**src/design/jpst_pkg.sv**
```systemverilog
// package for the json path segment tokenizer
// holds parse modes, result kinds, character codes and the result group type
// no dependencies
package jpst_pkg;

  typedef enum logic [2:0] {
    MODE_BOUNDARY = 3'd0,
    MODE_KEY      = 3'd1,
    MODE_ESCAPE   = 3'd2,
    MODE_OFFSET   = 3'd3,
    MODE_AFTER    = 3'd4,
    MODE_DEAD     = 3'd5
  } mode_t;

  typedef enum logic [1:0] {
    KIND_BYTE   = 2'd0,
    KIND_KEYEND = 2'd1,
    KIND_OFFSET = 2'd2,
    KIND_END    = 2'd3
  } kind_t;

  localparam logic [7:0] CH_LBRACK = 8'h5B;
  localparam logic [7:0] CH_RBRACK = 8'h5D;
  localparam logic [7:0] CH_SLASH  = 8'h2F;
  localparam logic [7:0] CH_BSLASH = 8'h5C;
  localparam logic [7:0] CH_ZERO   = 8'h30;
  localparam logic [7:0] CH_NINE   = 8'h39;

  localparam int OUT_OFFSET_W = 32;

  // results caused by one input item, in order k0, k1, k2
  typedef struct packed {
    logic [1:0]              n;
    kind_t                   k0;
    kind_t                   k1;
    kind_t                   k2;
    logic [7:0]              b0;
    logic [7:0]              b1;
    logic [OUT_OFFSET_W-1:0] off;
    logic                    ok;
  } group_t;

endpackage

```
**src/design/jpst_parser.sv**
```systemverilog
// parse state and per-character decode for the json path segment tokenizer
// produces the result group of one input transfer; depends on jpst_pkg
module jpst_parser
  import jpst_pkg::*;
#(
  parameter int OFFSET_BITS = 32
) (
  input  logic       clk,
  input  logic       rst_n,
  input  logic       fire,
  input  logic       cmd,
  input  logic [7:0] char_in,
  output group_t     grp
);

  mode_t                  mode_r, mode_nxt;
  logic [OFFSET_BITS-1:0] acc_r, acc_nxt;
  logic                   ok_r, ok_nxt;

  logic [OFFSET_BITS+3:0]  mac;
  logic                    mac_ovf;
  logic [OUT_OFFSET_W-1:0] off_clamp;
  logic                    is_digit;

  assign is_digit = (char_in >= CH_ZERO) && (char_in <= CH_NINE);
  assign mac = ({4'b0, acc_r} << 3) + ({4'b0, acc_r} << 1)
             + {{OFFSET_BITS{1'b0}}, char_in[3:0]};
  assign mac_ovf = |mac[OFFSET_BITS+3:OFFSET_BITS];

  generate
    if (OFFSET_BITS > OUT_OFFSET_W) begin : g_wide
      assign off_clamp = (|acc_r[OFFSET_BITS-1:OUT_OFFSET_W]) ? '1
                       : acc_r[OUT_OFFSET_W-1:0];
    end else begin : g_narrow
      assign off_clamp = OUT_OFFSET_W'(acc_r);
    end
  endgenerate

  always_ff @(posedge clk) begin
    if (!rst_n) begin
      mode_r <= MODE_BOUNDARY;
      acc_r  <= '0;
      ok_r   <= 1'b1;
    end else if (fire) begin
      mode_r <= mode_nxt;
      acc_r  <= acc_nxt;
      ok_r   <= ok_nxt;
    end
  end

  always_comb begin
    mode_nxt = mode_r;
    acc_nxt  = acc_r;
    ok_nxt   = ok_r;
    grp      = '0;
    grp.off  = off_clamp;
    grp.ok   = ok_r;
    if (cmd) begin
      // path end
      mode_nxt = MODE_BOUNDARY;
      acc_nxt  = '0;
      ok_nxt   = 1'b1;
      unique case (mode_r)
        MODE_KEY: begin
          grp.n  = 2'd2;
          grp.k0 = KIND_KEYEND;
          grp.k1 = KIND_END;
        end
        MODE_ESCAPE: begin
          grp.n  = 2'd3;
          grp.k0 = KIND_BYTE;
          grp.b0 = CH_BSLASH;
          grp.k1 = KIND_KEYEND;
          grp.k2 = KIND_END;
        end
        MODE_OFFSET: begin
          grp.n  = 2'd2;
          grp.k0 = KIND_OFFSET;
          grp.k1 = KIND_END;
        end
        default: begin
          grp.n  = 2'd1;
          grp.k0 = KIND_END;
        end
      endcase
    end else begin
      unique case (mode_r) inside
        MODE_BOUNDARY, MODE_KEY: begin
          if (char_in == CH_LBRACK) begin
            if (mode_r == MODE_KEY) begin
              grp.n  = 2'd1;
              grp.k0 = KIND_KEYEND;
            end
            acc_nxt  = '0;
            mode_nxt = MODE_OFFSET;
          end else if (char_in == CH_SLASH) begin
            if (mode_r == MODE_KEY) begin
              grp.n    = 2'd1;
              grp.k0   = KIND_KEYEND;
              mode_nxt = MODE_BOUNDARY;
            end else begin
              mode_nxt = MODE_KEY;
            end
          end else if (char_in == CH_BSLASH) begin
            mode_nxt = MODE_ESCAPE;
          end else begin
            grp.n    = 2'd1;
            grp.k0   = KIND_BYTE;
            grp.b0   = char_in;
            mode_nxt = MODE_KEY;
          end
        end
        MODE_ESCAPE: begin
          if (char_in == CH_LBRACK || char_in == CH_SLASH) begin
            grp.n  = 2'd1;
            grp.k0 = KIND_BYTE;
            grp.b0 = char_in;
          end else begin
            // backslash kept as a literal
            grp.n  = 2'd2;
            grp.k0 = KIND_BYTE;
            grp.b0 = CH_BSLASH;
            grp.k1 = KIND_BYTE;
            grp.b1 = char_in;
          end
          mode_nxt = MODE_KEY;
        end
        MODE_OFFSET: begin
          if (is_digit) begin
            acc_nxt = mac_ovf ? '1 : mac[OFFSET_BITS-1:0];
          end else if (char_in == CH_RBRACK) begin
            grp.n    = 2'd1;
            grp.k0   = KIND_OFFSET;
            acc_nxt  = '0;
            mode_nxt = MODE_AFTER;
          end else begin
            ok_nxt   = 1'b0;
            mode_nxt = MODE_DEAD;
          end
        end
        MODE_AFTER: begin
          if (char_in == CH_SLASH) begin
            mode_nxt = MODE_KEY;
          end else if (char_in == CH_LBRACK) begin
            acc_nxt  = '0;
            mode_nxt = MODE_OFFSET;
          end else begin
            ok_nxt   = 1'b0;
            mode_nxt = MODE_DEAD;
          end
        end
        default: begin
          mode_nxt = MODE_DEAD;
        end
      endcase
    end
  end

`ifndef SYNTH
  a_dead_not_ok: assert property (@(posedge clk) disable iff (!rst_n)
    (mode_r == MODE_DEAD) |-> !ok_r)
    else $error("dead mode with path still valid");

  a_end_resets: assert property (@(posedge clk) disable iff (!rst_n)
    (fire && cmd) |=> (mode_r == MODE_BOUNDARY && ok_r && acc_r == '0))
    else $error("path end did not restore reset state");

  a_acc_idle: assert property (@(posedge clk) disable iff (!rst_n)
    (mode_r == MODE_BOUNDARY || mode_r == MODE_KEY || mode_r == MODE_AFTER)
      |-> (acc_r == '0))
    else $error("offset accumulator nonzero outside brackets");
`endif

endmodule

```
**src/design/jpst_out_buf.sv**
```systemverilog
// two-group output buffer, one result of a group per cycle while out_ready is high
// the second group lets a transfer be taken while the output stalls; depends on jpst_pkg
module jpst_out_buf
  import jpst_pkg::*;
(
  input  logic                    clk,
  input  logic                    rst_n,
  input  logic                    push,
  input  group_t                  grp,
  output logic                    space,
  output logic                    out_valid,
  input  logic                    out_ready,
  output logic [1:0]              out_kind,
  output logic [7:0]              out_key_byte,
  output logic [OUT_OFFSET_W-1:0] out_offset_value,
  output logic                    out_path_valid,
  output logic                    out_last
);

  group_t     a_r, b_r;
  logic       a_vld_r, b_vld_r;
  logic [1:0] idx_r;
  logic       last, a_done, out_fire;
  kind_t      kind;
  logic [7:0] byte_sel;

  assign space     = !b_vld_r;
  assign out_valid = a_vld_r;
  assign last      = (idx_r == a_r.n - 2'd1);
  assign out_fire  = a_vld_r && out_ready;
  assign a_done    = out_fire && last;

  always_comb begin
    case (idx_r)
      2'd0:    begin kind = a_r.k0; byte_sel = a_r.b0; end
      2'd1:    begin kind = a_r.k1; byte_sel = a_r.b1; end
      default: begin kind = a_r.k2; byte_sel = 8'd0;   end
    endcase
  end

  assign out_kind         = kind;
  assign out_key_byte     = (kind == KIND_BYTE) ? byte_sel : 8'd0;
  assign out_offset_value = (kind == KIND_OFFSET) ? a_r.off : '0;
  assign out_path_valid   = (kind == KIND_END) ? a_r.ok : 1'b0;
  assign out_last         = last;

  always_ff @(posedge clk) begin
    if (!rst_n) begin
      a_vld_r <= 1'b0;
      b_vld_r <= 1'b0;
      idx_r   <= 2'd0;
    end else if (!a_vld_r || a_done) begin
      idx_r <= 2'd0;
      if (b_vld_r) begin
        a_r     <= b_r;
        a_vld_r <= 1'b1;
        b_vld_r <= 1'b0;
      end else if (push) begin
        a_r     <= grp;
        a_vld_r <= 1'b1;
      end else begin
        a_vld_r <= 1'b0;
      end
    end else begin
      if (out_fire) begin
        idx_r <= idx_r + 2'd1;
      end
      if (push) begin
        b_r     <= grp;
        b_vld_r <= 1'b1;
      end
    end
  end

`ifndef SYNTH
  a_b_needs_a: assert property (@(posedge clk) disable iff (!rst_n)
    b_vld_r |-> a_vld_r)
    else $error("skid group held without head group");

  a_idx_range: assert property (@(posedge clk) disable iff (!rst_n)
    a_vld_r |-> (a_r.n != 2'd0 && idx_r < a_r.n))
    else $error("result index outside head group");

  a_refill: assert property (@(posedge clk) disable iff (!rst_n)
    (a_done && b_vld_r) |=> (a_vld_r && !b_vld_r && idx_r == 2'd0))
    else $error("skid group not moved to head");
`endif

endmodule

```
**src/design/json_path_segment_tokenizer.sv**
```systemverilog
// top level of the json path segment tokenizer
// connects jpst_parser and jpst_out_buf; depends on jpst_pkg
//
// A path arrives one character per input transfer (in_cmd 0) and is closed by an
// end transfer (in_cmd 1); key bytes, key ends, array offsets and the path end come
// out one result per cycle when out_ready is high, with out_last on the final result
// of each input. The block takes one input per cycle as long as each input causes at
// most one result and out_ready stays high; since the output port sends one result
// per cycle, an input that causes two or three results (escapes, key end with path
// end) can hold in_ready low once the two-group output buffer is full. Offsets
// accumulate in OFFSET_BITS bits, saturate and are clamped to 32 bits on the output.
module json_path_segment_tokenizer
  import jpst_pkg::*;
#(
  parameter int OFFSET_BITS = 32
) (
  input  logic                    clk,
  input  logic                    rst_n,
  input  logic                    in_valid,
  output logic                    in_ready,
  input  logic                    in_cmd,
  input  logic [7:0]              in_char_in,
  output logic                    out_valid,
  input  logic                    out_ready,
  output logic [1:0]              out_kind,
  output logic [7:0]              out_key_byte,
  output logic [OUT_OFFSET_W-1:0] out_offset_value,
  output logic                    out_path_valid,
  output logic                    out_last
);

  group_t grp;
  logic   in_fire;
  logic   space;

  assign in_ready = space;
  assign in_fire  = in_valid && space;

  jpst_parser #(
    .OFFSET_BITS (OFFSET_BITS)
  ) u_parser (
    .clk     (clk),
    .rst_n   (rst_n),
    .fire    (in_fire),
    .cmd     (in_cmd),
    .char_in (in_char_in),
    .grp     (grp)
  );

  jpst_out_buf u_out_buf (
    .clk              (clk),
    .rst_n            (rst_n),
    .push             (in_fire && (grp.n != 2'd0)),
    .grp              (grp),
    .space            (space),
    .out_valid        (out_valid),
    .out_ready        (out_ready),
    .out_kind         (out_kind),
    .out_key_byte     (out_key_byte),
    .out_offset_value (out_offset_value),
    .out_path_valid   (out_path_valid),
    .out_last         (out_last)
  );

endmodule

```
**config.mk**
```make
export PLATFORM = sky130hd
export DESIGN_NAME = json_path_segment_tokenizer
export DESIGN_NICKNAME = d
export VERILOG_FILES = /design/src/design/jpst_pkg.sv /design/src/design/jpst_parser.sv /design/src/design/jpst_out_buf.sv /design/src/design/json_path_segment_tokenizer.sv
export SDC_FILE = /design/constraint.sdc
export NUM_CORES = 1
export LEC_CHECK = 0
export ABC_AREA = 1
export BUFFER_PORTS_ARGS = -buffer_cell sky130_fd_sc_hd__buf_4
export CORE_MARGIN = 4
export CORE_UTILIZATION = 55
export CTS_CLUSTER_SIZE = 24
export DETAILED_ROUTE_END_ITERATION = 8
export PLACE_DENSITY_LB_ADDON = 0.25
export SYNTH_ARGS = -nofsm -noshare
export SYNTH_HDL_FRONTEND = slang
export SYNTH_SLANG_ARGS = --single-unit
```
**constraint.sdc**
```tcl
create_clock -name clk -period 5.4 [get_ports clk]
set_input_delay 0.81 -clock clk [delete_from_list [all_inputs] [get_ports clk]]
set_output_delay 0.81 -clock clk [all_outputs]
set_load 0.02 [all_outputs]
```
==> results of run 1 <==
==> report_power, final <==
part           leakage (nW)  total (mW)  switching (mW)  internal [mW]
logic                  3.71       0.183           0.128         0.0555
registers              1.42        1.30         0.00914           1.29
clock network         0.283        1.16           0.505          0.658
total                  5.42        2.64           0.642           2.00
==> per-layer routing <==
layer	GRT usage (%)	up-vias	routed length, microns
li1	-	4075	-
met5	0	-	0
met1	29.92	3541	9774
met4	5.922	0	343
met3	4.069	24	979
met2	39.20	180	10210
==> cells by family (layout without fill, tap and decap cells) <==
| family | Yosys count | after routing |
|---|---|---|
| simple gates | 677 | 677 |
| buf+inv | 217 | 279 |
| flops | 152 | 152 |
| compound gates | 119 | 119 |
| fa+ha+maj | 67 | 67 |
| xor+xnor | 21 | 21 |
==> layout make-up <==
| cell class | instances | share of cell area, % |
|---|---|---|
| Clock buffer | 18 | 4.138 |
| Clock inverter | 14 | 1.273 |
| Inverter | 183 | 6.473 |
| Multi-Input combinational cell | 884 | 41.75 |
| Sequential cell | 152 | 39.25 |
| Tap cell | 220 | 2.594 |
| Timing Repair Buffer | 64 | 4.527 |
==> per-stage QoR <==
step	instances	power, mW
after floorplan	1253	1.438
after global placement	1503	1.503
after detailed placement	1503	1.508
after CTS	1535	2.664
after global routing	1535	2.736
final	1535	2.643
==> worst paths after layout <==
path	end	slack, ns	cells past startpoint
max reg2reg	u_parser.acc_r[13]	1.99	17
min reg2reg	u_out_buf.b_r[0]	0.47	0
max	u_parser.acc_r[13]	1.82	18
min	u_out_buf.b_r[0]	0.47	0
==> critical path, stage by stage <==
cell and delay, ns:
buf_4 0.14, fa_1 0.56, inv_1 0.07, fa_1 0.45, inv_1 0.07, nand2_1 0.04, nand2_1 0.10, nand3_1 0.08
nand2_1 0.11, nand2_1 0.07, nand2_2 0.11, nand2_1 0.08, nand3_1 0.09, nand2_2 0.07, nor2_4 0.63, nand3_1 0.14
nand2_1 0.11, a21oi_1 0.07
==> registers in the layout, indices dropped and copies added, names as in the netlist <==
register	count
u_out_buf.a_r	56
u_parser.acc_r	32
u_out_buf.b_vld_r	1
u_parser.ok_r	1
u_out_buf.out_valid	1
u_out_buf.idx_r	2
u_parser.mode_r	3
u_out_buf.b_r	56
==> cells in the mapped netlist, types with 4 or more instances <==
| master | number | share of area (%) |
|---|---|---|
| dfxtp_1 | 40 | 8.5 |
| nand2_1 | 470 | 19 |
| nand3_1 | 59 | 3.1 |
| buf_4 | 7 | 0.56 |
| clkbuf_1 | 19 | 0.76 |
| o21ai_0 | 22 | 1.2 |
| a21oi_1 | 76 | 4.0 |
| o21bai_1 | 6 | 0.48 |
| ha_1 | 65 | 8.6 |
| nand4_1 | 7 | 0.46 |
| edfxtp_1 | 112 | 36 |
| nor2_1 | 110 | 4.4 |
| nand2_2 | 7 | 0.46 |
| nor3_1 | 8 | 0.42 |
| xor2_1 | 5 | 0.46 |
| inv_2 | 5 | 0.20 |
| nand3b_1 | 7 | 0.56 |
| xnor2_1 | 16 | 1.5 |
| inv_1 | 177 | 7.0 |
| o31ai_1 | 4 | 0.32 |
==> placed cells by master (no fill, tap or decap), types with 2 or more instances in the layout <==
cell         n
nand2_2      7
clkinv_4     2
xor2_1       5
nand3b_1     7
nand2_1    470
nor3_1       8
xnor2_1     16
buf_4       64
a21oi_1     76
nor2_2       3
a21o_1       3
inv_8        2
dfxtp_1     39
nand3_1     59
edfxtp_1   112
fa_1         2
clkinv_2     2
nor2_4       5
inv_6        5
inv_1      177
nor4_1       2
nand4_1      7
o31ai_1      4
o21bai_1     6
nor2_1     107
a22o_1       2
ha_1        65
clkbuf_16   17
clkinv_1     2
inv_2        5
o21ai_0     22
==> run metrics, run 1 <==
status finished clean; post-layout min period 3.575 ns; largest family of logic cells by synthesized area simple AND/OR/NAND/NOR gates; # Post-CTS Setup Buffers 0; Synth warnings 0; # setup viols final 0; Core Area 0.01670 sq mm; final setup margin 1.825 ns; Final HPWL DP 15.07 mm; Area growth syn-to-layout 12.37%; initial antenna violation count 0; Via density 5.094; root buffer cell clkbuf_16; initial cell density of the core 56.55%; flops & latches, synth 152; Worst Setup SP in_char_in[3]; area of the multi-input gates 0.004431 sq mm; clock transition at the registers of the reported paths 0.07 ns; post_cts resized 0; Placed Area 0.01004 sq mm; H-tree levels 4; Total Die Area 0.01933 sq mm; P_leak 5.417 nW; pre-CTS setup slack 1.375 ns; die span in y 139.0 microns; TritonCTS clock tree done; reg2reg start u_parser.acc_r[0]; Synth Area in XOR/XNOR 1.948%; Total Nets Final 1382; wire length per cell 13.88 microns; clk sinks 152; clock buffer depth 2; number of synthesized flops with an enable pin 112; clk_lat worst skew 0.43 ns; first-pass GRT wire length 36.27 mm; CP Capture Type register; Async SR Flop Fraction 0%; PD cells 249.0 mW/mm^2; ANT cells 0; adder-cell area share of the yosys netlist 9.036%; Slew Limit Fails 0; CP arrival 3.84 ns; Fillers 1482; hold slack final 0.4714 ns; peak supply drop 208.5 uV; Worst Path Max Fanout 32; Yosys cell types 38; post-route cell area 0.01061 sq mm; Cell Area, Synth 0.009444 sq mm; Seq/Total Area, Yosys 44.09%; period utilization 66.21%; Final ANT Viol Nets 0; final number of hold-violating endpoints 0; predominant post-synthesis flop cell edfxtp_1; Final Util 63.55%; Sum Neg Setup Slack 0 ns; max cap viols 0; FP Rows 47; Compound-Gate Fraction of Synth Area 6.889%; IO Count 59; DRT iter0 DRCs 552; HP Class reg -> reg; Port Buf Inserts 58; share of layout cells above drive strength 1 8.897%; post-synth net total 1333; origin of the worst min-delay path u_parser.ok_r; skew final 0.008689 ns; Worst Tran Pin Value 1.237 ns; Setup Crit Path Kind in -> reg; proportion of synthesized area in mux cells 0%; Storage cell area 0.004165 sq mm; slew margin rel. 17.52%; hold buffers post-CTS 0; gp weighted congestion 0.9461; Die W 139.0 microns; vias in the first global route 7569; RSZ-0062 raised after global routing no; Post-Synthesis Cells 1253; TritonRoute pass-1 iters 5; largest net degree at the start of global routing 67; overall routing resource usage 22.80%; total gr overflow 0; CTS Buf Count 17; Worst Path Required 5.67 ns; fmax 0.2797 GHz; via count 7820; DRC Markers 0; post-synthesis simple-gate area fraction 28.86%; Avg Cell Area, Syn 7.537 sq um; Detailed Route WL 21.31 mm; Startpoint Class primary input
Power figures use the tool's default switching activity.
==> inputs of run 2 (changes only) <==
ABC_AREA = 0   (was 1)
clock period = 3.65 ns   (was 5.4 ns; I/O delays follow)
==> run metrics, run 2 <==
Cell Area, Synth 0.008374 sq mm; Total Nets Final 888; number of buffers and inverters on the critical path 1; Final ANT Viol Nets 0; Net Sw Frac 22.84%; RSZ-0062 raised after global routing yes; skew final 0.01129 ns; H-tree levels 4; FF-to-FF path depth 12; vias in the first global route 6125; Die W 131.4 microns; Sum Neg Setup Slack 0 ns; Total Die Area 0.01726 sq mm; initial antenna violation count 0; Fillers 1105; max cap viols 0; Seq/Total Area, Yosys 49.72%; Critical-path top delay cell fa_2; CP endpoint u_parser.acc_r[0]; FP Rows 44; Non-Filler Instances 1005; share of layout cells above drive strength 1 23.26%; slew margin rel. 59.30%; TritonCTS clock tree done; predominant post-synthesis flop cell edfxtp_1; Core Area 0.01470 sq mm; hold slack final 0.4265 ns; cell count after placement 973; CP arrival 3.83 ns; Area growth syn-to-layout 16.70%; Worst Path Max Fanout 32; top-count cell post-synth edfxtp_1; power share of the clock group 43.3%; worst reg2reg setup slack 0.13 ns; hold buffers post-CTS 0; clock buffer depth 2; ANT cells 0; crit-path max cell delay 0.58 ns; first-pass GRT wire length 30.71 mm; sequential share of power 50.1%; most frequent cells in the layout edfxtp_1 (112), buf_4 (79), ha_1 (63); IO Count 59; Final HPWL DP 12.63 mm; Startpoint Class register; commonest non-fill, non-tap cell in the layout edfxtp_1; Post-Synthesis Cells 738; reg2reg start u_parser.acc_r[0]; Comb pwr share 6.6%; Port Buf Inserts 58; post-layout min period 3.521 ns; clk sinks 152; Final Power 3.838 mW; final number of hold-violating endpoints 0; Async SR Flop Fraction 0%; Synth warnings 0; PD cells 392.8 mW/mm^2; root buffer cell clkbuf_16; peak supply drop 313.5 uV; gp weighted congestion 0.9157; crit path cell chain fa_2, ha_4, a211oi_2, o21ai_2, o2111ai_2, nand4_1, a31o_2, a2111oi_4, xnor2_1, o41a_1, buf_12, a221o_1; clk_lat worst skew 0.43 ns; TritonRoute pass-1 iters 5; clock transition at the registers of the reported paths 0.06 ns; Setup Crit Path Kind reg -> reg; period utilization 96.46%; # setup viols final 0; wire length per cell 18.20 microns; Worst Path Required 3.95 ns; Yosys cell types 57; DRC Markers 0; P_int 2.962 mW; HP Class in -> reg; CTS Buf Count 17; area leader, netlist edfxtp_1; WP depth 12; total gr overflow 0; initial cell density of the core 56.97%; CP Capture Type register; largest net degree at the start of global routing 57; Worst Tran Pin Value 0.6105 ns; via count 6101; Avg Cell Area, Syn 11.35 sq um; share of the synthesized area in the top cell type 40.16%; synth top area cells edfxtp_1 (40%), ha_1 (9.7%), dfxtp_1 (9.6%), mux2_2 (6.5%), a221o_1 (3.7%); Worst R2R End u_parser.acc_r[0]; flops & latches, synth 152; status finished clean; overall routing resource usage 21.53%; Detailed Route WL 18.29 mm; post-synth net total 818; Worst Setup SP u_parser.acc_r[0]; synth cell count leaders edfxtp_1 (112), ha_1 (65), nor2_1 (55), nand2_1 (52); P_leak 4.098 nW; fmax 0.2840 GHz; number of synthesized flops with an enable pin 112; Via density 6.071; Slew Limit Fails 0; DRT iter0 DRCs 494; die span in y 131.4 microns; switching power 0.8768 mW; Final Util 66.49%; largest registers u_out_buf.a_r: 56 flops, u_out_buf.b_r: 56 flops, u_parser.acc_r: 32 flops; CP top delay family compound AO/OA/AOI/OAI gates
==> run 2: changes by cell type after synthesis, sizes merged, moves of 6 or more <==
cell    change
nand2     -425
inv       -168
nor2       -60
mux2       +49
and2       +47
nand3      -44
a221o      +31
a21oi      -28
o21ai      +10
a22oi       +9
buf         -7
xor2        +7
nand3b      -6
nor2b       +6
==> run 2: final cells by class <==
cell class	instances	area, sq um	area share (%)
timing repair buffer	82	653.1	6.683
clock inverter	11	86.33	0.8834
multi-input combinational	541	4103	41.98
sequential	152	4167	42.63
tap	184	230.2	2.356
clock buffer	21	481.7	4.929
inverter	14	52.55	0.5377
==> run 2: cells by family after synthesis <==
family | after synthesis | synth area share [%]
muxes | 49 | 6.589
DFF | 152 | 49.72
AOI/OAI and AO/OA | 175 | 14.81
buffers and inverters | 45 | 2.286
and+or+nand+nor | 220 | 13.27
adders and majority gates | 67 | 10.19
xor gates and xnor gates | 30 | 3.138
==> run 2: worst min path at each step <==
stage             startpoint            endpoint  slack, ns  depth (start not counted)
2_1_floorplan  u_parser.ok_r    u_out_buf.b_r[0]       0.43                          0
3_3_place_gp   u_parser.ok_r    u_out_buf.b_r[0]       0.45                          0
3_5_place_dp   u_parser.ok_r    u_out_buf.b_r[0]       0.46                          0
4_1_cts                rst_n  u_parser.mode_r[1]       0.41                          2
5_1_grt            out_ready  u_out_buf.idx_r[1]       0.42                          3
6_report               rst_n  u_parser.mode_r[1]       0.43                          2
==> run 2: through the flow <==
stage / cell area (sq um) / setup WS (ns)
3_3_place_gp: 9165 / -0.2622
4_1_cts: 9739 / 0.03212
3_5_place_dp: 9165 / -0.3234
5_1_grt: 9773 / -0.03091
6_report: 9773 / 0.1292
2_1_floorplan: 8416 / 0.02795
==> run 2: power groups by stage <==
| stage | Sequential (mW) | Clock [mW] | Combinational [mW] |
|---|---|---|---|
| 6_report | 1.92 | 1.66 | 0.255 |
| 5_1_grt | 1.93 | 1.76 | 0.275 |
| 4_1_cts | 1.92 | 1.68 | 0.255 |
| 3_5_place_dp | 1.96 | 0 | 0.253 |
| 3_3_place_gp | 1.96 | 0 | 0.247 |
| 2_1_floorplan | 1.95 | 0 | 0.154 |
==> run 2: what timing repair did <==
item / 4_1_cts / 5_1_grt
setup endpoints to repair: 31 / 32
cloned: 0 / 0
pin swaps: 1 / 5
gates resized for setup: 1 / 9
setup buffers: 0 / 0
hold endpoints to repair: 0 / 0
==> run 2: per-layer routing <==
layer  track usage, %  vias up  wire, microns
li1                 -     2942              -
met1            28.14     2956           8126
met2            36.69      191           9061
met3            4.587       12            945
met4            5.834        0            159
met5                0        -              0
==> inputs of run 3 (changes only) <==
CAP_MARGIN = 20   (was not set)
SYNTH_HIERARCHICAL = 1   (was not set)
==> run metrics, run 3 <==
status finished clean; hold path depth 2; Final ANT Viol Nets 0; area leader, netlist edfxtp_1; Setup Crit Path Kind reg -> reg; Seq/Total Area, Yosys 47.75%; top-count cell post-synth edfxtp_1; # Post-CTS Setup Buffers 0; post_cts resized 0; synth top area cells edfxtp_1 (39%), ha_1 (9.2%), dfxtp_1 (9.1%), mux2_2 (7.5%), and2_1 (3.3%); Total Die Area 0.01818 sq mm; Final HPWL DP 14.75 mm; DRC Markers 0; commonest non-fill, non-tap cell in the layout edfxtp_1; RSZ-0062 raised after global routing no; first-pass GRT wire length 34.13 mm; predominant post-synthesis flop cell edfxtp_1; FF-to-FF path depth 11; skew final 0.009425 ns; initial cell density of the core 55.89%; CP Capture Type register; Worst Path Required 3.94 ns; initial antenna violation count 0; Post-Synthesis Cells 800; wire length per cell 19.09 microns; root buffer cell clkbuf_16; Placed Area 0.009599 sq mm; via count 6555; most frequent cells in the layout edfxtp_1 (114), buf_4 (77), ha_1 (65); total gr overflow 0; post-layout min period 3.403 ns; fmax 0.2939 GHz; largest registers u_out_buf/a_r: 57 flops, u_out_buf/b_r: 57 flops, u_parser/acc_r: 32 flops; pre-CTS setup slack -0.06419 ns; post-route cell area 0.01020 sq mm; Worst Tran Pin Value 0.8083 ns; # setup viols final 0; H-tree levels 4; peak supply drop 312.5 uV; CTS Buf Count 17; TritonCTS clock tree done; Worst Path Max Fanout 20; HP Class in -> reg; reg2reg start u_parser/acc_r[27]; FP Rows 46; Final Power 4.130 mW; P_leak 4.040 nW; largest net degree at the start of global routing 61; die span in y 134.8 microns; ANT cells 0; Async SR Flop Fraction 0%; gp weighted congestion 0.8979; Core Area 0.01583 sq mm; Worst R2R End u_parser/acc_r[8]; Avg Cell Area, Syn 11.06 sq um; vias in the first global route 6552; Port Buf Inserts 58; Fillers 1198; DRT iter0 DRCs 481; clk sinks 154; synth cell count leaders edfxtp_1 (114), ha_1 (65), mux2_2 (59), nand2_1 (50), a21oi_1 (49); max cap viols 0; worst reg2reg setup slack 0.25 ns; Via density 6.025; Cell Area, Synth 0.008846 sq mm; Area growth syn-to-layout 15.28%; overall routing resource usage 23.45%; flops & latches, synth 154; Hold Crit Endpoint u_out_buf/b_vld_r; final setup margin 0.2469 ns; Total Nets Final 939; final number of hold-violating endpoints 0; Die W 134.8 microns; CP arrival 3.70 ns; hold slack final 0.4092 ns; slew margin rel. 46.11%; Yosys cell types 72; hold buffers post-CTS 0; Storage cell area 0.004227 sq mm; PD cells 405.0 mW/mm^2; clock buffer depth 2; area of the multi-input gates 0.004380 sq mm; period utilization 93.23%; clock transition at the registers of the reported paths 0.07 ns; post-synth net total 880; number of synthesized flops with an enable pin 114; Synth warnings 6; Detailed Route WL 20.77 mm; origin of the worst min-delay path out_ready; share of the synthesized area in the top cell type 38.70%; Startpoint Class register; TritonRoute pass-1 iters 5; Slew Limit Fails 0; clk_lat worst skew 0.42 ns; IO Count 59; share of layout cells above drive strength 1 22.59%
## run 3: stage by stage
stage	instances	utilization, %	TNS [ns]
finish	1088	64.43	0
global route	1088	64.43	0
CTS	1088	64.34	0
detailed placement	1056	60.65	-0.6774
global placement	1056	60.65	0
floorplan	800	-	-5.330
## run 3: worst max-delay path by stage
| stage | start | end | slack (ns) | cells after the start |
|---|---|---|---|---|
| after global routing | u_parser/acc_r[0] | u_parser/acc_r[8] | 0.01 | 12 |
| after detailed placement | in_char_in[3] | u_parser/acc_r[8] | -0.06 | 13 |
| after floorplan | in_char_in[7] | u_out_buf/b_r[0] | -0.09 | 9 |
| after CTS | u_parser/acc_r[2] | u_parser/acc_r[8] | 0.14 | 12 |
| after global placement | in_char_in[3] | u_parser/acc_r[28] | 0.05 | 13 |
| final | u_parser/acc_r[27] | u_parser/acc_r[8] | 0.25 | 11 |
## run 3: cell families (layout without fill, tap and decap cells)
kind of cell,count (synthesis),count (layout),share of synthesized area (%)
compound gates,218,218,16.12
simple gates,211,211,12.66
flops,154,154,47.75
fa+ha+maj,67,67,9.646
buf+inv,64,136,3.593
mux,62,62,7.850
xor+xnor,24,24,2.376
## run 3: cell type report
| class | count | area share [%] |
|---|---|---|
| multi-input combinational | 582 | 42.96 |
| sequential | 154 | 41.45 |
| timing repair buffer | 81 | 6.368 |
| clock buffer | 17 | 4.172 |
| tap | 216 | 2.650 |
| clock inverter | 15 | 1.558 |
| inverter | 23 | 0.8466 |
## run 3: power breakdown
group	switching (mW)	leakage (nW)	internal, mW
clock	0.773	0.288	0.968
sequential	0.0334	1.36	1.95
combinational	0.242	2.39	0.164
## run 3: worst max-delay path, cell delays in order, from the launching register on
cell      delay [ns]
dfxtp_1         0.44
ha_1            0.28
ha_1            0.40
a21oi_1         0.41
and2_1          0.22
o21ai_0         0.15
o21a_1          0.17
a2111o_1        0.43
o31ai_1         0.21
and4_1          0.24
buf_6           0.21
a31oi_1         0.12
## run 3: layer usage
metal	vias up	routed length [microns]	track usage [%]
met1	3216	9517	31.99
met2	156	10150	39.05
met5	-	0	0
li1	3159	-	-
met3	24	852	4.322
met4	0	248	5.769
